File: config.mk
export PLATFORM = sky130hd
export DESIGN_NAME = gpio_edge_irq_controller_flat
export DESIGN_NICKNAME = d
export VERILOG_FILES = /design/src/rtl/core/gei_pkg.sv /design/src/rtl/core/gei_if.sv /design/src/rtl/core/gpio_edge_irq_controller.sv /design/src/rtl/core/gei_bank.sv /design/src/rtl/core/gei_prio.sv /design/src/flat_wrapper.sv
export SDC_FILE = /design/constraint.sdc
export NUM_CORES = 1
export LEC_CHECK = 0
export BUFFER_PORTS_ARGS = -buffer_cell sky130_fd_sc_hd__clkbuf_2
export CELL_PAD_IN_SITES_DETAIL_PLACEMENT = 0
export CELL_PAD_IN_SITES_GLOBAL_PLACEMENT = 1
export CORE_UTILIZATION = 50
export DETAILED_ROUTE_END_ITERATION = 16
export GPL_TIMING_DRIVEN = 0
export PLACE_DENSITY_LB_ADDON = 0.1
export SYNTH_ARGS = -nofsm -noshare
export SYNTH_HDL_FRONTEND = slang
export SYNTH_SLANG_ARGS = --single-unit
export TNS_END_PERCENT = 50
File: constraint.sdc
create_clock -name clk -period 3.6 [get_ports clk]
set_clock_uncertainty 0.05 [all_clocks]
set_input_delay 0.36 -clock clk [delete_from_list [all_inputs] [get_ports clk]]
set_output_delay 0.36 -clock clk [all_outputs]
set_load 0.05 [all_outputs]
File: src/rtl/core/gei_pkg.sv
// Shared types and constants of the GPIO edge interrupt controller.
package gei_pkg;

    localparam int WORD_W    = 32;
    localparam int MAX_BANKS = 3;
    localparam int IDX_W     = 7;

    // GPIO0 and GPIO1 have dedicated lines and are kept out of the muxed set
    localparam logic [WORD_W-1:0] DEDICATED_MASK = 32'h0000_0003;

    typedef enum logic [1:0] {
        FUNC_SAMPLE = 2'd0,
        FUNC_WRITE  = 2'd1,
        FUNC_READ   = 2'd2,
        FUNC_NONE   = 2'd3
    } func_t;

    typedef enum logic [1:0] {
        SEL_RISE   = 2'd0,
        SEL_FALL   = 2'd1,
        SEL_STATUS = 2'd2,
        SEL_LEVEL  = 2'd3
    } sel_t;

    typedef struct packed {
        logic              apply;
        func_t             func;
        sel_t              sel;
        logic [WORD_W-1:0] data;
    } bank_cmd_t;

endpackage

File: src/rtl/core/gei_if.sv
// Valid/ready channel interfaces for items and results.
interface gei_in_if;
    logic        valid;
    logic        ready;
    logic [1:0]  func;
    logic [1:0]  bank;
    logic [1:0]  reg_sel;
    logic [31:0] wdata;

    modport source (output valid, func, bank, reg_sel, wdata, input ready);
    modport sink   (input valid, func, bank, reg_sel, wdata, output ready);
endinterface

interface gei_out_if;
    logic        valid;
    logic        ready;
    logic [31:0] rdata;
    logic        gpio0_irq;
    logic        gpio1_irq;
    logic        irq_muxed;
    logic        pend_valid;
    logic [6:0]  pend_index;

    modport source (output valid, rdata, gpio0_irq, gpio1_irq, irq_muxed, pend_valid,
                    pend_index, input ready);
    modport sink   (input valid, rdata, gpio0_irq, gpio1_irq, irq_muxed, pend_valid,
                    pend_index, output ready);
endinterface

File: src/rtl/core/gpio_edge_irq_controller.sv
// Top level of the GPIO edge interrupt controller.
//
// Channels: item (sink) carries pin samples and bus accesses; result
// (source) carries one transfer per item: read data, the GPIO0 and GPIO1
// interrupt lines, the muxed line and the lowest pending muxed GPIO number.
// Flow: an accepted item is held in the input register; when it advances,
// the bank registers update and the result register loads and is offered.
// Throughput: one item per cycle while no result waits for ready. The bank
// update and the 96-bit priority encoder on the new edge status sit between
// the input and result registers.
// Reset: all enables, edge status and last levels clear, both stages empty.
// Stall: while a result waits for ready, the input register still holds one
// item and ready drops only once both stages are full; state updates happen
// only when an item moves into the result register.
module gpio_edge_irq_controller #(
    parameter int NUM_BANKS = 3,
    parameter int NUM_GPIO  = 81
) (
    input  logic             clk,
    input  logic             rst_n,
    gei_in_if.sink           item,
    gei_out_if.source        result
);
    import gei_pkg::*;

    logic              s1_valid_reg, s1_valid_next;
    func_t             s1_func_reg;
    logic [1:0]        s1_bank_reg;
    sel_t              s1_sel_reg;
    logic [WORD_W-1:0] s1_data_reg;

    logic              out_valid_reg, out_valid_next;
    logic [WORD_W-1:0] rdata_reg, rdata_next;
    logic              irq0_reg, irq0_next;
    logic              irq1_reg, irq1_next;
    logic              found_reg;
    logic [IDX_W-1:0]  index_reg;

    logic accept;
    logic advance;

    logic [WORD_W-1:0] status_all [NUM_BANKS];
    logic [WORD_W-1:0] read_all   [NUM_BANKS];
    logic [MAX_BANKS*WORD_W-1:0] pend_vec;
    logic              found;
    logic [IDX_W-1:0]  index;
    logic [WORD_W-1:0] rd_word;

    assign advance    = s1_valid_reg && (!out_valid_reg || result.ready);
    assign item.ready = !s1_valid_reg || advance;
    assign accept     = item.valid && item.ready;

    for (genvar b = 0; b < NUM_BANKS; b++)
    begin : g_bank
        bank_cmd_t cmd;

        assign cmd.apply = advance && (s1_bank_reg == 2'(b));
        assign cmd.func  = s1_func_reg;
        assign cmd.sel   = s1_sel_reg;
        assign cmd.data  = s1_data_reg;

        gei_bank #(
            .BANK_IDX (b),
            .NUM_GPIO (NUM_GPIO)
        ) u_bank (
            .clk         (clk),
            .rst_n       (rst_n),
            .cmd         (cmd),
            .status_next (status_all[b]),
            .read_word   (read_all[b])
        );
    end

    always_comb
    begin
        pend_vec = '0;
        for (int b = 0; b < NUM_BANKS; b++)
        begin
            pend_vec[b*WORD_W +: WORD_W] = status_all[b];
        end
        pend_vec[WORD_W-1:0] = pend_vec[WORD_W-1:0] & ~DEDICATED_MASK;
    end

    gei_prio u_prio (
        .pending (pend_vec),
        .found   (found),
        .index   (index)
    );

    always_comb
    begin
        rd_word = '0;
        for (int b = 0; b < NUM_BANKS; b++)
        begin
            if (s1_bank_reg == 2'(b))
            begin
                rd_word = read_all[b];
            end
        end
        rdata_next = (s1_func_reg == FUNC_READ) ? rd_word : '0;
        irq0_next  = status_all[0][0];
        irq1_next  = status_all[0][1];
    end

    always_comb
    begin
        s1_valid_next = s1_valid_reg;
        if (accept)
        begin
            s1_valid_next = 1'b1;
        end
        else if (advance)
        begin
            s1_valid_next = 1'b0;
        end

        out_valid_next = out_valid_reg;
        if (advance)
        begin
            out_valid_next = 1'b1;
        end
        else if (result.ready)
        begin
            out_valid_next = 1'b0;
        end
    end

    always_ff @(posedge clk or negedge rst_n)
    begin
        if (!rst_n)
        begin
            s1_valid_reg  <= 1'b0;
            out_valid_reg <= 1'b0;
        end
        else
        begin
            s1_valid_reg  <= s1_valid_next;
            out_valid_reg <= out_valid_next;
        end
    end

    always_ff @(posedge clk)
    begin
        if (accept)
        begin
            s1_func_reg <= func_t'(item.func);
            s1_bank_reg <= item.bank;
            s1_sel_reg  <= sel_t'(item.reg_sel);
            s1_data_reg <= item.wdata;
        end
        if (advance)
        begin
            rdata_reg <= rdata_next;
            irq0_reg  <= irq0_next;
            irq1_reg  <= irq1_next;
            found_reg <= found;
            index_reg <= index;
        end
    end

    assign result.valid      = out_valid_reg;
    assign result.rdata      = rdata_reg;
    assign result.gpio0_irq  = irq0_reg;
    assign result.gpio1_irq  = irq1_reg;
    assign result.irq_muxed  = found_reg;
    assign result.pend_valid = found_reg;
    assign result.pend_index = index_reg;

endmodule

File: src/rtl/core/gei_bank.sv
// Per-bank enable, edge status and last level registers with edge detection.
module gei_bank #(
    parameter int BANK_IDX = 0,
    parameter int NUM_GPIO = 81
) (
    input  logic                        clk,
    input  logic                        rst_n,
    input  gei_pkg::bank_cmd_t          cmd,
    output logic [gei_pkg::WORD_W-1:0]  status_next,
    output logic [gei_pkg::WORD_W-1:0]  read_word
);
    import gei_pkg::*;

    localparam int BASE  = BANK_IDX * WORD_W;
    localparam int AVAIL = NUM_GPIO - BASE;
    localparam logic [WORD_W-1:0] KEEP =
        (AVAIL <= 0)      ? '0 :
        (AVAIL >= WORD_W) ? '1 :
        WORD_W'((64'd1 << AVAIL) - 64'd1);

    logic [WORD_W-1:0] rise_en_reg, rise_en_next;
    logic [WORD_W-1:0] fall_en_reg, fall_en_next;
    logic [WORD_W-1:0] status_reg;
    logic [WORD_W-1:0] level_reg, level_next;
    logic [WORD_W-1:0] now;
    logic [WORD_W-1:0] rise;
    logic [WORD_W-1:0] fall;

    assign now  = cmd.data & KEEP;
    assign rise = now & ~level_reg;
    assign fall = level_reg & ~now;

    always_comb
    begin
        rise_en_next = rise_en_reg;
        fall_en_next = fall_en_reg;
        status_next  = status_reg;
        level_next   = level_reg;
        if (cmd.apply)
        begin
            unique case (cmd.func)
                FUNC_SAMPLE:
                begin
                    status_next = status_reg |
                                  (((rise & rise_en_reg) | (fall & fall_en_reg)) & KEEP);
                    level_next  = now;
                end
                FUNC_WRITE:
                begin
                    case (cmd.sel)
                        SEL_RISE:   rise_en_next = now;
                        SEL_FALL:   fall_en_next = now;
                        SEL_STATUS: status_next  = status_reg & ~cmd.data;
                        default:    ;
                    endcase
                end
                default: ;
            endcase
        end
    end

    always_comb
    begin
        unique case (cmd.sel)
            SEL_RISE:   read_word = rise_en_reg & KEEP;
            SEL_FALL:   read_word = fall_en_reg & KEEP;
            SEL_STATUS: read_word = status_reg & KEEP;
            SEL_LEVEL:  read_word = level_reg & KEEP;
            default:    read_word = '0;
        endcase
    end

    always_ff @(posedge clk or negedge rst_n)
    begin
        if (!rst_n)
        begin
            rise_en_reg <= '0;
            fall_en_reg <= '0;
            status_reg  <= '0;
            level_reg   <= '0;
        end
        else
        begin
            rise_en_reg <= rise_en_next;
            fall_en_reg <= fall_en_next;
            status_reg  <= status_next;
            level_reg   <= level_next;
        end
    end

endmodule

File: src/rtl/core/gei_prio.sv
// Priority encoder: lowest set bit of the pending vector.
module gei_prio (
    input  logic [gei_pkg::MAX_BANKS*gei_pkg::WORD_W-1:0] pending,
    output logic                                          found,
    output logic [gei_pkg::IDX_W-1:0]                     index
);
    import gei_pkg::*;

    always_comb
    begin
        found = 1'b0;
        index = '0;
        // scan downwards so the lowest set bit wins
        for (int i = MAX_BANKS*WORD_W - 1; i >= 0; i--)
        begin
            if (pending[i])
            begin
                found = 1'b1;
                index = IDX_W'(i);
            end
        end
    end

endmodule
File: src/flat_wrapper.sv
// flat-port wrapper written by rule: the top's interface ports become plain ports
module gpio_edge_irq_controller_flat import gei_pkg::*;
#(
    parameter int NUM_BANKS = 3,
    parameter int NUM_GPIO  = 81
)
  (clk, rst_n, item_valid, item_func, item_bank, item_reg_sel, item_wdata, item_ready, result_valid, result_rdata, result_gpio0_irq, result_gpio1_irq, result_irq_muxed, result_pend_valid, result_pend_index, result_ready);
  gei_in_if item_i ();
  gei_out_if result_i ();
  input  logic clk;
  input  logic rst_n;
  input wire logic [$bits(item_i.valid)-1:0] item_valid;
  input wire logic [$bits(item_i.func)-1:0] item_func;
  input wire logic [$bits(item_i.bank)-1:0] item_bank;
  input wire logic [$bits(item_i.reg_sel)-1:0] item_reg_sel;
  input wire logic [$bits(item_i.wdata)-1:0] item_wdata;
  output wire logic [$bits(item_i.ready)-1:0] item_ready;
  output wire logic [$bits(result_i.valid)-1:0] result_valid;
  output wire logic [$bits(result_i.rdata)-1:0] result_rdata;
  output wire logic [$bits(result_i.gpio0_irq)-1:0] result_gpio0_irq;
  output wire logic [$bits(result_i.gpio1_irq)-1:0] result_gpio1_irq;
  output wire logic [$bits(result_i.irq_muxed)-1:0] result_irq_muxed;
  output wire logic [$bits(result_i.pend_valid)-1:0] result_pend_valid;
  output wire logic [$bits(result_i.pend_index)-1:0] result_pend_index;
  input wire logic [$bits(result_i.ready)-1:0] result_ready;
  assign item_i.valid = item_valid;
  assign item_i.func = item_func;
  assign item_i.bank = item_bank;
  assign item_i.reg_sel = item_reg_sel;
  assign item_i.wdata = item_wdata;
  assign item_ready = item_i.ready;
  assign result_valid = result_i.valid;
  assign result_rdata = result_i.rdata;
  assign result_gpio0_irq = result_i.gpio0_irq;
  assign result_gpio1_irq = result_i.gpio1_irq;
  assign result_irq_muxed = result_i.irq_muxed;
  assign result_pend_valid = result_i.pend_valid;
  assign result_pend_index = result_i.pend_index;
  assign result_i.ready = result_ready;
  gpio_edge_irq_controller #(.NUM_BANKS(NUM_BANKS), .NUM_GPIO(NUM_GPIO)) u_core (.clk(clk), .rst_n(rst_n), .item(item_i), .result(result_i));
endmodule
Word-level counts from Yosys, hierarchy flattened
Index checks and enable logic that the tools add are counted.
{"block": "classes", "n_eq_ne": 7, "n_mux": 113, "bitwise": 26, "n_reduce_logical": 29}
{"cell": "$pmux 32 s4", "count": 3}
{"cell": "$and 32x32->32", "count": 11}
{"cell": "$mux 32", "count": 9}
{"cell": "$mux 7", "count": 32}
{"cell": "$mux 6", "count": 32}
{"cell": "$pmux 32 s2", "count": 3}
{"cell": "$or 32x32->32", "count": 4}
{"cell": "$not 32->32", "count": 3}
{"cell": "$reduce_or 93->1", "count": 1}
{"cell": "$mux 5", "count": 16}
{"cell": "$and 17x17->17", "count": 4}
{"cell": "$reduce_or 62->1", "count": 1}
{"cell": "$not 17->17", "count": 2}
{"cell": "$mux 4", "count": 8}
{"cell": "$or 32x17->32", "count": 1}
{"cell": "$reduce_or 30->1", "count": 1}
{"cell": "$reduce_and 3->1", "count": 6}
{"cell": "$or 17x17->17", "count": 1}
{"cell": "$reduce_or 14->1", "count": 1}
{"cell": "$mux 3", "count": 4}
{"cell": "$eq 2x2->1 const B", "count": 4}
{"cell": "$eq 2x1->1 const B", "count": 3}
{"cell": "$logic_not 2->1", "count": 3}
{"cell": "$mux 1", "count": 6}
{"cell": "other kinds (7)", "count": 16}
{"block": "totals", "register_bits": 421, "input_bits": 42, "output_inout_bits": 45, "word_cells": 203}

Depth between registers and ports, before layout
Gate-level depths: netlist (run 1).
{"block": "depth", "depth_word": 100, "ltp_mapped": 13}

Hierarchy
Synthesis (run 1) repeated with hierarchy kept, for this count alone.
{"block": "hier_totals", "cells_unflattened": 1660, "area_unflattened_um2": 21345.5}
{"module": "gei_bank at u_core.g_bank[0].u_bank ...", "n_inst": 2, "cells_per_inst": 450, "area_each_um2": 6125.9, "seq_area_each_um2": 3203.1}
{"module": "gei_bank at u_core.g_bank[2].u_bank", "n_inst": 1, "cells_per_inst": 291, "area_each_um2": 3931.3, "seq_area_each_um2": 2077.0}
{"module": "gpio_edge_irq_controller", "n_inst": 1, "cells_per_inst": 244, "area_each_um2": 3921.3, "seq_area_each_um2": 2452.4}
{"module": "gei_prio", "n_inst": 1, "cells_per_inst": 225, "area_each_um2": 1241.2, "seq_area_each_um2": 0.0}

Worst setup path before layout (run 1)
Ideal clock, no wire load.
{"block": "synth_path", "path_type": "register to register", "start": "register u_core.out_valid_reg, in the netlist u_core.result.valid", "end": "register u_core.irq0_reg, in the netlist u_core.result.gpio0_irq (enable)", "setup_time_ps": 441, "arrival_time_ps": 2921, "setup_slack_ps": 188, "stages_incl_launch_ff": 5, "path_buffers": 2, "period_less_slack_ps": 3412, "cell_sequence": "dfrtp_1 > nor2b_1 > buf_2 > buf_2 > nor2_1"}
{"block": "synth_via", "elab_chain_len": 3}
{"element": "from (decl)", "line": "gpio_edge_irq_controller.sv:32", "rtl": "logic out_valid_reg, out_valid_next;"}
{"element": "from (signal assigned)", "line": "gpio_edge_irq_controller.sv:138", "rtl": "out_valid_reg <= out_valid_next;"}
{"element": "$logic_not 1->1", "line": "gpio_edge_irq_controller.sv:49", "rtl": "assign advance = s1_valid_reg && (!out_valid_reg || result.ready);"}
{"element": "$logic_or 1x1->1", "line": "gpio_edge_irq_controller.sv:49"}
{"element": "$logic_and 1x1->1", "line": "gpio_edge_irq_controller.sv:49"}
{"element": "named net u_core.advance", "line": "gpio_edge_irq_controller.sv:40", "rtl": "logic advance;"}
{"element": "to (signal assigned)", "line": "gpio_edge_irq_controller.sv:154", "rtl": "irq0_reg <= irq0_next;"}
{"element": "to (decl)", "line": "gpio_edge_irq_controller.sv:34", "rtl": "logic irq0_reg, irq0_next;"}
The timed path passes the listed nets, and every way through them passes these cells.
A chain may end at the register's enable or synchronous reset.

Worst setup path after layout (run 1)
{"block": "layout_path", "start": "register u_core.s1_bank_reg[1]", "end": "register u_core.index_reg[2], in the netlist u_core.result.pend_index[2] (data pin)"}
{"block": "layout_via", "elab_chain_len": 95, "word_cells_on_any_way": 102, "cone_classes": "eq/ne: 2; mux: 95; reduce/logical: 5"}
{"element": "from (decl)", "line": "gpio_edge_irq_controller.sv:28", "rtl": "logic [1:0] s1_bank_reg;"}
{"element": "from (signal assigned)", "line": "gpio_edge_irq_controller.sv:147", "rtl": "s1_bank_reg <= item.bank;"}
{"element": "$eq 2x2->1", "line": "gpio_edge_irq_controller.sv:57", "rtl": "assign cmd.apply = advance && (s1_bank_reg == 2'(b));"}
{"element": "$logic_and 1x1->1", "line": "gpio_edge_irq_controller.sv:57"}
{"element": "$mux 32", "line": "gei_bank.sv:39", "rtl": "if (cmd.apply)"}
{"element": "$mux 7 (32 in series)", "line": "gei_prio.sv:16", "rtl": "if (pending[i])"}
{"element": "$mux 6 (32 in series)", "line": "gei_prio.sv:16"}
{"element": "$mux 5 (16 in series)", "line": "gei_prio.sv:16"}
{"element": "$mux 4 (8 in series)", "line": "gei_prio.sv:16"}
{"element": "$mux 3 (4 in series)", "line": "gei_prio.sv:16"}
{"element": "to (signal assigned)", "line": "gpio_edge_irq_controller.sv:157", "rtl": "index_reg <= index;"}
{"element": "to (decl)", "line": "gpio_edge_irq_controller.sv:37", "rtl": "logic [IDX_W-1:0] index_reg;"}
Parallel ways exist; a longest one is shown, timed or not.

==> qor.yml, run 1 <==
status: "complete, but fails checks"
violations: "negative setup slack"
die_h_um: 207.3
critPathSlowestCell: "or4b_1"
synth_edf_count: 80
place.gp.congestion: 0.9982
final_nets: 2277
floorplan.die_area_um2: 42980
post-route-period-util: 1.021
crit_chain: "buf_4 > or4b_1 > buf_4 > a2111oi_0 > o22ai_1 > o211ai_1 > buf_4 > nor2_1 > o211ai_1 > a311oi_1 > o31a_1 > nor3_2"
synth_mux_area_frac: 0.1411
drtPass1Iterations: 6
layout_setup_ws_ns: -0.07720
largest_reg_flops: 96
grt_first_pass_wirelength_mm: 121.0
cts_buffer_depth: 3
clkTransAtPathRegs_ns: 0.06
clock-sinks: 421
drt_wl_total_mm: 83.58
ant_nets: 0
cts.htree.levels: 2
grt_pass1_vias: 17680
ir_worst_vdd_mv: 0.3831
synth-xor-area-share: 0
fin_crit_ns: 3.677
netlist_instances: 2044
vias_per_cell: 6.442
worstSetupEndpointType: "register"
cp_num_buf_inv: 3
syn_area_um2: 21080
n_antenna_cell: 0
synth_compound_area_frac: 0.1417
finalHoldViolCount: 0
ys_seq_area_frac: 0.5188
drtIter0Drc: 2415
cp_data_arrival_time_ns: 3.99
fin_area_um2: 24850
synthSimpleGateAreaFrac: 0.1590
fillers: 3509
port_buffers: 86
criticalPathCategory: "register to register"
wl_per_cell_um: 29.80
fin_util: 0.6032
synthTopCellsByCount: "nand2_1 (407), dfrtp_1 (341), o21ai_0 (158)"
root_buffer: "clkbuf_16"
syn_avg_cell_area_um2: 10.31
placed_cell_area_um2: 22310
cp_max_fo: 10
cts_tree: "done"
slew_violations: 0
ys.flop_type: "dfrtp_1"
hp-class: "input pin to register"
synth_top_area_share: 0.4049
rsz0062_at_grt: "true"
required_ns: 3.91
drc: 0
yosys.area_share.adder: 0
cp_top_family: "compound AO/OA/AOI/OAI gates"
grt_usage: 0.3897
core_area_um2: 41200
async_flop_share: 0.8100
cpMostUsedCell: "buf_4"
drive_above_1_share: 0.2151
pwr_density_cell_nw_per_um2: 557.5
syn2layout_area_growth_pct: 17.91
synth_nets: 2086
synth_top_family_by_area: "simple AND/OR/NAND/NOR gates"
boundaryPins: 87
worstMarginPinSlew_ns: 1.398
ys_types: 83
die_w_um: 207.3
setup_viol: 5
cpPeakStageDelay_ns: 0.56
grt-ovfl-total: 0
ys_top_cells_by_area: "dfrtp_1 (40%), edfxtp_1 (11%), mux2_2 (8.3%), nand2_1 (7.2%), o21ai_0 (3.8%)"
initial_core_util: 0.5115
rows: 74
maxSlewHeadroom: 0.06478
cts_inserted_buffers: 48
grt_max_degree: 104
place_hpwl_mm: 57.42
worst_setup_path_start_kind: "register"
max_freq_mhz: 271.9
ys_seq_elements: 421
yosysTopAreaCell: "dfrtp_1"
cellLeakagePower_uw: 0.01084
clock_latency_ns: 0.59
vias: 18070
max_cap_violations: 0
synth.most_common_cell: "nand2_1"
grt_antenna_before_repair: 2
ys_warn_count: 0
## report_power, final
group | internal, µW | leakage, µW | switching (µW)
Combinational | 1050 | 0.00481 | 1740
Clock | 2960 | 0.000760 | 2050
Sequential | 5530 | 0.00527 | 520
## layout by cell type, fill, tap and decap left out, types with 15 or more instances in the layout
cell type,netlist,final
a21boi_0,15,15
a21oi_1,96,95
a31oi_1,45,35
buf_1,29,29
buf_4,6,24
clkbuf_1,82,85
clkbuf_16,0,49
clkbuf_2,0,94
dfrtp_1,341,340
dlygate4sd3_1,0,40
edfxtp_1,80,80
inv_1,55,55
mux2_2,156,156
mux2i_1,45,45
mux4_2,34,34
nand2_1,407,403
nand3b_1,74,74
nor2_1,95,91
nor2b_1,28,28
nor3_1,27,22
o21ai_0,158,144
o21ai_1,19,27
## per-stage QoR
stage | hold WS (ns) | cells | TNS (ns) | power, µW | setup slack, ns
floorplan | 0.01441 | 2044 | 0 | 7670 | 0.1880
finish | 0.2406 | 2805 | -0.2567 | 13850 | -0.07720
global placement | 0.4341 | 2662 | -2037.53 | 8592 | -5.790
global route | 0.2627 | 2805 | -0.2813 | 14290 | -0.09539
detailed placement | 0.3368 | 2667 | -12.50 | 8669 | -0.9019
CTS | 0.2016 | 2805 | 0 | 13770 | 0.0008424
## cell type report
cell class              instances  area, µm²  area share
well taps                     532      665.6     0.02678
inverters                      57      214.0    0.008609
repair buffers                141       1037     0.04174
clock inverters                18      217.7    0.008760
clock buffers                  70       1355     0.05453
multi-input cells            1423       9723      0.3913
plain buffers                 143      701.9     0.02824
flip-flops and latches        421      10940      0.4401
## per-layer routing
metal / track usage / wire, µm / vias to the layer above
li1: - / - / 7743
met1: 0.5540 / 35100 / 9043
met2: 0.5731 / 35860 / 1051
met3: 0.08275 / 8539 / 231
met4: 0.1773 / 4024 / 2
met5: 0 / 55 / -
## worst register-to-register path, delay by kind of cell, from the launching register on
kind,cells,cell delay (ns)
buf+inv,3,0.67
flops,1,0.50
compound gates,6,1.27
simple gates,3,0.98
## cell families after synthesis
kind of cell | count (synthesis)
simple gates | 711
buf+inv | 200
flops | 421
mux | 235
compound gates | 477
## final timing paths
path / end / start / slack [ns] / cells past startpoint
worst min-delay path: u_core.result.valid / result_ready / 0.24 / 3
max in group asynchronous: u_core.s1_valid_reg / rst_n / 2.20 / 3
min in group asynchronous: u_core.g_bank[0].u_bank.rise_en_reg[4] / rst_n / 0.27 / 2
worst min register to register: u_core.g_bank[0].u_bank.fall_en_reg[24] / u_core.g_bank[0].u_bank.fall_en_reg[24] / 0.46 / 1
worst max register to register: u_core.result.pend_index[2] / u_core.s1_bank_reg[1] / -0.08 / 12
worst max-delay path: u_core.result.pend_index[2] / u_core.s1_bank_reg[1] / -0.08 / 12
## timing repair
action / in CTS / in global routing
gates resized for setup: 89 / 44
hold buffers: 40 / 0
setup buffers: 10 / 0
endpoints found under the setup margin: 54 / 21
hold endpoints to repair: 96 / 0
pin swaps: 6 / 2
Note: power is estimated with default switching activity, not from simulation.
==> run 2, diff against run 1 <==
ABC_AREA = 1   (was unset)
CORE_UTILIZATION = 51   (was 50)
clock period = 4.5 ns   (was 3.6 ns; I/O delays follow)
==> qor.yml, run 2 <==
place.gp.congestion: 0.9660  # -3.2%
drive_above_1_share: 0.1135  # -0.1016
post-route-period-util: 1.567  # +0.5458
synth_mux_area_frac: 0  # -0.1411
async_flop_share: 0.8100  # unchanged
setup_viol: 14  # +9
vias: 19730  # +9.2%
die_w_um: 201.0  # -3.1%
grt_first_pass_wirelength_mm: 121.0  # about the same
crit_end: "u_core.result.pend_index[0]"
synthTopCellsByCount: "nand2_1 (662), o21ai_0 (383), dfrtp_1 (341)"
synthSimpleGateAreaFrac: 0.1808  # +0.02182
drtPass1Iterations: 6  # unchanged
rows: 72  # -2.7%
r2r-end: "u_core.result.pend_index[0]"
ant_nets: 0  # unchanged
grt_pass1_vias: 18970  # +7.3%
total_power_uw: 12260  # -12%
r2r_setup_slack_ns: -2.55  # -2.48 ns
grt_max_degree: 108  # +3.8%
rsz0062_at_grt: "true"
cts.htree.levels: 2  # unchanged
fin_crit_ns: 7.053  # +3.375 ns
layout_setup_ws_ns: -2.553  # -2.475 ns
drt_wl_total_mm: 83.08  # -0.59%
clkTransAtPathRegs_ns: 0.06  # about the same
grt_antenna_before_repair: 2  # unchanged
setup_tns_ns: -5.042  # -4.785 ns
synth.most_common_cell: "nand2_1"
wl_met3_mm: 8.249  # -3.4%
ys_warn_count: 0  # unchanged
port_buffers: 86  # unchanged
synth_nets: 2463  # +18%
r2r-start: "u_core.s1_func_reg[1]"
finalHoldViolCount: 0  # unchanged
yosysTopAreaCell: "dfrtp_1"
place_hpwl_mm: 55.21  # -3.8%
drtIter0Drc: 2434  # +0.79%
dp_slack_ns: -3.746  # -2.844 ns
wl_met1_mm: 32.63  # -7.0%
synth_compound_area_frac: 0.2052  # +0.06345
status: "complete, but fails checks"
syn2layout_area_growth_pct: 18.38
synth-xor-area-share: 0  # unchanged
boundaryPins: 87  # unchanged
yosys.area_share.adder: 0  # unchanged
slew_violations: 0  # unchanged
reg2reg_depth: 94  # +82
syn_area_um2: 20190  # -4.2%
fin_cells: 3188  # +14%
netlist_instances: 2421  # +18%
vias_per_cell: 6.189  # -3.9%
final_nets: 2672  # +17%
core_area_um2: 38830  # -5.8%
synth_edf_count: 80  # unchanged
hp-class: "input pin to register"
ir_worst_vdd_mv: 0.3648  # -4.8%
final_cell_mix: "nand2_1 (638), o21ai_0 (382), dfrtp_1 (340), inv_1 (224), clkbuf_1 (115)"
cp-startpoint: "u_core.s1_func_reg[1]"
cellLeakagePower_uw: 0.01093  # +0.87%
cpMostUsedCell: "nand2_1"
met2_length_mm: 36.56  # +2.0%
syn_avg_cell_area_um2: 8.338  # -19%
place_inst: 3030  # +14%
criticalPathCategory: "register to register"
ys_seq_elements: 421  # unchanged
worstMarginPinSlew_ns: 1.361  # -0.03642 ns
root_buffer: "clkbuf_16"
synth_top_area_share: 0.4227  # +0.01784
synth_top_family_by_area: "compound AO/OA/AOI/OAI gates"
clock-sinks: 421  # unchanged
floorplan.die_area_um2: 40380  # -6.0%
grt_usage: 0.4111  # +0.02133
initial_core_util: 0.5199  # +0.008375
required_ns: 4.88  # +0.97 ns
worst_setup_path_start_kind: "register"
violations: "negative setup slack"
grt-ovfl-total: 0  # unchanged
worstSetupEndpointType: "register"
cp_max_fo: 5  # -5
cts_buffer_depth: 3  # unchanged
wl_per_cell_um: 26.06  # -13%
cp_data_arrival_time_ns: 7.44  # +3.45 ns
cts_inserted_buffers: 47  # -2.1%
pwr_density_cell_nw_per_um2: 513.0  # -8.0%
die_h_um: 201.0  # -3.1%
clock_latency_ns: 0.61  # +0.02 ns
maxSlewHeadroom: 0.09250  # +0.02772
max_cap_violations: 0  # unchanged
max_freq_mhz: 141.8  # -48%
critPathSlowestCell: "edfxtp_1"
final_common_cell: "nand2_1"
ys_seq_area_frac: 0.5417  # +0.02286
drc: 0  # unchanged
cts_tree: "done"
ys_top_cells_by_area: "dfrtp_1 (42%), nand2_1 (12%), edfxtp_1 (12%), o21ai_0 (9.5%), inv_1 (4.2%)"
ys_types: 43  # -48%
cpPeakStageDelay_ns: 0.52  # -0.04 ns
ys.flop_type: "dfrtp_1"
largest_reg_flops: 96  # unchanged
maxUsedRoutingLayer: "met5"
run 2: layout make-up:
cell class | count | area [µm²]
Antenna cell | 1 | 2.502
Buffer | 126 | 546.8
Clock buffer | 71 | 1399
Clock inverter | 17 | 209.0
Fill cell | 3518 | 14930
Inverter | 260 | 1001
Multi-Input combinational cell | 1614 | 7974
Sequential cell | 421 | 10940
Tap cell | 518 | 648.1
Timing Repair Buffer | 160 | 1181
run 2: cells by family (layout without fill, tap and decap cells):
family                 Yosys count  in the layout
and+or+nand+nor                915            915
DFF                            421            421
buffers and inverters          386            634
AOI/OAI and AO/OA              699            699
other                            0              1
run 2: critical path, delay by kind of cell, from the launching register on:
family / cells / cell delay, ns
AND/OR/NAND/NOR: 89 / 5.53
flip-flops: 1 / 0.52
AO/OA/AOI/OAI: 2 / 0.39
buffers and inverters: 3 / 0.38
run 2: power breakdown:
part	total [µW]	switching (µW)	internal (µW)
Clock	4050	1660	2390
Combinational	2940	2030	917
Sequential	5270	593	4670
run 2: metal layers:
layer  track usage  vias to the layer above
met5             0                        -
met4        0.2704                        2
met3       0.07744                      290
met2        0.6175                     1210
met1        0.5458                     9612
li1              -                     8618
run 2: repair_timing:
action	in CTS	in global routing
endpoints found under the hold margin	91	0
setup endpoints to repair	276	91
pin swaps	5	8
resized for setup	52	50
hold buffers	39	0
buffers inserted	25	5
run 2: through the flow:
stage | util | cell area (µm²) | hold slack (ns)
floorplan | - | 20200 | 0.1044
global placement | 0.5480 | 21280 | 0.4096
detailed placement | 0.5514 | 21410 | 0.4157
CTS | 0.6117 | 23750 | 0.03877
global route | 0.6154 | 23900 | 0.08126
finish | 0.6155 | 23900 | 0.06215
run 2: how the worst min path moves through the flow:
stage	slack (ns)	startpoint	depth (start not counted)	to
CTS	0.04	item_valid	3	u_core.s1_valid_reg
floorplan	0.10	rst_n	0	u_core.g_bank[0].u_bank.fall_en_reg[0]
global route	0.08	item_valid	3	u_core.s1_valid_reg
finish	0.06	item_valid	3	u_core.s1_valid_reg
global placement	0.41	u_core.g_bank[2].u_bank.status_reg[30]	2	u_core.g_bank[2].u_bank.status_reg[30]
detailed placement	0.42	rst_n	1	u_core.g_bank[0].u_bank.level_reg[4]
==> run 3, diff against run 2 <==
CORE_UTILIZATION = 45   (was 51)
SYNTH_HIERARCHICAL = 1   (was unset)
==> qor.yml, run 3 <==
cpPeakStageDelay_ns: 0.47  # -0.05 ns
ys.flop_type: "dfrtp_1"
final_common_cell: "nand2_1"
synth_edf_count: 80  # unchanged
syn_avg_cell_area_um2: 7.496  # -10%
grt_usage: 0.3218  # -0.08923
r2r-start: "u_core/s1_bank_reg[0]"
drive_above_1_share: 0.1182  # +0.004711
initial_core_util: 0.4548  # -0.06510
rows: 82  # +14%
root_buffer: "clkbuf_16"
worst_setup_path_start_kind: "register"
synth_top_family_by_area: "simple AND/OR/NAND/NOR gates"
whs_ns: 0.04481  # -0.01734 ns
ant_nets: 0  # unchanged
synth-xor-area-share: 0  # unchanged
synth_mux_area_frac: 0  # unchanged
syn2layout_area_growth_pct: 16.59
max_freq_mhz: 137.2  # -3.2%
cts_inserted_buffers: 49  # +4.3%
async_flop_share: 0.8100  # unchanged
internal_power_uw: 8384  # +5.1%
critPathSlowestCell: "edfxtp_1"
top_usage_layer: "met2"
boundaryPins: 87  # unchanged
cts.htree.levels: 2  # unchanged
holdPathStages: 3  # unchanged
yosysTopAreaCell: "dfrtp_1"
slew_violations: 0  # unchanged
reg2reg_depth: 101  # +7.4%
core_area_um2: 50070  # +29%
pwr_density_cell_nw_per_um2: 489.4  # -4.6%
total_power_uw: 12990  # +6.0%
r2r_setup_slack_ns: -2.79  # -0.24 ns
cts_buffer_depth: 3  # unchanged
die_w_um: 227.0  # +13%
criticalPathCategory: "register to register"
wl_per_cell_um: 20.67  # -21%
setup_viol: 3  # -11
finalHoldViolCount: 0  # unchanged
status: "complete, but fails checks"
ys_warn_count: 6  # +6
ys_types: 36  # -16%
place.gp.congestion: 0.9629  # -0.32%
synth_compound_area_frac: 0.1009  # -0.1042
place_inst: 3820  # +26%
ys_seq_elements: 421  # unchanged
met3_usage: 0.05563  # -0.02181
ys_seq_area_frac: 0.4802  # -0.06149
violations: "negative setup slack"
layout_setup_ws_ns: -2.788  # -0.2358 ns
cp_data_arrival_time_ns: 7.59  # +0.15 ns
dp_slack_ns: -3.377  # +0.3686 ns
synth.most_common_cell: "nand2_1"
worstMarginPinSlew_ns: 0.8790  # -0.4822 ns
drt_wl_total_mm: 81.90  # -1.4%
vias: 21570  # +9.3%
power_frac_clock: 0.325  # -0.005
grt-ovfl-total: 0  # unchanged
grt_pass1_vias: 20400  # +7.5%
clock-sinks: 421  # unchanged
p_seq_frac: 0.417  # -0.013
ys_top_cells_by_area: "dfrtp_1 (37%), nand2_1 (16%), edfxtp_1 (11%), nand3_1 (9.4%), inv_1 (6.3%)"
netlist_instances: 3038  # +25%
grt_util_met2: 0.5077  # -0.1098
fin_cells: 3962  # +24%
whs_endpoint: "u_core/s1_valid_reg"
die_h_um: 227.0  # +13%
maxSlewHeadroom: 0.4140  # +0.3215
grt_max_degree: 100  # -7.4%
r2r-end: "u_core/result.pend_index[0]"
vias_per_cell: 5.445  # -12%
switching_power_uw: 4608  # +7.6%
grt_first_pass_wirelength_mm: 123.4  # +2.0%
largest_reg_flops: 96  # unchanged
required_ns: 4.80  # -0.08 ns
rsz0062_at_grt: "true"
synth_top_area_share: 0.3747  # -0.04798
final_nets: 3294  # +23%
yosys.area_share.adder: 0  # unchanged
use_met1: 0.4505  # -0.09529
n_antenna_cell: 0  # -1
fin_crit_ns: 7.288  # +0.2358 ns
cp_max_fo: 10  # +5
hold_start: "item_valid"
port_buffers: 86  # unchanged
drtPass1Iterations: 5  # -1
syn_area_um2: 22770  # +13%
cts_tree: "done"
swShare: 0.3547  # +0.005364
grt_antenna_before_repair: 1  # -1
final_cell_mix: "nand2_1 (978), nand3_1 (427), inv_1 (382), dfrtp_1 (340), nor2_1 (216)"
post-route-period-util: 1.620  # +0.05240
cellLeakagePower_uw: 0.01297  # +19%
clkTransAtPathRegs_ns: 0.06  # about the same
drtIter0Drc: 2342  # -3.8%
power.share.combinational: 0.258  # +0.018
clock_latency_ns: 0.60  # about the same
ir_worst_vdd_mv: 0.3076  # -16%
floorplan.die_area_um2: 51510  # +28%
drc: 0  # unchanged
synthTopCellsByCount: "nand2_1 (991), nand3_1 (427), inv_1 (384)"
worstSetupEndpointType: "register"
hp-class: "input pin to register"
place_hpwl_mm: 57.18  # +3.6%
max_cap_violations: 0  # unchanged
synthSimpleGateAreaFrac: 0.3097  # +0.1289
cpMostUsedCell: "nand2_1"
run 3: cell count changes after synthesis, moves of 35 or more:
cell	previous run	this run
a221oi_1	61	0
buf_2	0	51
buf_4	2	37
clkbuf_1	117	46
inv_1	227	384
nand2_1	662	991
nand3_1	85	427
nor2_1	119	216
o2111ai_1	10	81
o21ai_0	383	147
o22ai_1	43	0
run 3: kinds of logic (layout without fill, tap and decap cells):
logic type	after synthesis	after routing
buffers and inverters	564	797
other	2	21
AO/OA/AOI/OAI	375	375
AND/OR/NAND/NOR	1676	1676
flip-flops	421	421
run 3: worst max path at each step:
stage / start / endpoint / slack [ns] / cells past startpoint
after global placement: rst_n / u_core/result.valid / -5.94 / 1
after CTS: u_core/s1_bank_reg[0] / u_core/result.pend_index[0] / -2.66 / 101
after global routing: u_core/s1_bank_reg[0] / u_core/result.pend_index[0] / -3.51 / 101
after floorplan: u_core/result.valid / u_core/result.pend_index[0] / -1.30 / 101
after detailed placement: u_core/s1_sel_reg[1] / u_core/result.pend_index[0] / -3.38 / 99
final: u_core/s1_bank_reg[0] / u_core/result.pend_index[0] / -2.79 / 101
run 3: final cells by class:
class | count | area [µm²]
clock inverter | 26 | 319.1
clock buffer | 63 | 1369
multi-input combinational | 2072 | 9510
sequential | 421 | 10940
inverter | 409 | 1551
buffer | 155 | 952.2
timing repair buffer | 144 | 1070
tap | 672 | 840.8
fill | 4855 | 23520
run 3: repair_timing:
item,4_1_cts,5_1_grt
resized for setup,11,8
endpoints found under the setup margin,3,3
pin swaps,6,6
hold buffers,39,0
gates cloned,0,0
endpoints found under the hold margin,135,0
setup buffers,13,1
run 3: worst max-delay path: cells and delay by family, from the launching register on:
| kind | cells | cell delay [ns] |
|---|---|---|
| DFF | 1 | 0.47 |
| and+or+nand+nor | 95 | 5.81 |
| AOI/OAI and AO/OA | 2 | 0.14 |
| buffers and inverters | 4 | 0.56 |
run 3: metrics by stage:
stage	setup TNS (ns)	area, µm²	util
after detailed placement	-6.247	24290	0.4851
after global placement	-1752.65	24160	0.4825
after CTS	-4.538	26510	0.5296
after global routing	-6.411	26550	0.5303
final	-4.968	26550	0.5303
after floorplan	-1.303	22890	-
run 3: power by group through the flow:
stage	clock (µW)	combinational (µW)	sequential, µW
finish	4230	3350	5420
global route	4440	3750	5520
CTS	4300	3290	5400
detailed placement	0	3210	5460
global placement	0	3140	5450
floorplan	0	2140	5430
run 3: metal layers:
metal  routed length (µm)  part of all wire
met3                 6347             0.077
met1                35840              0.44
met4                 2270             0.028
met2                37440              0.46
met5                   10           0.00012
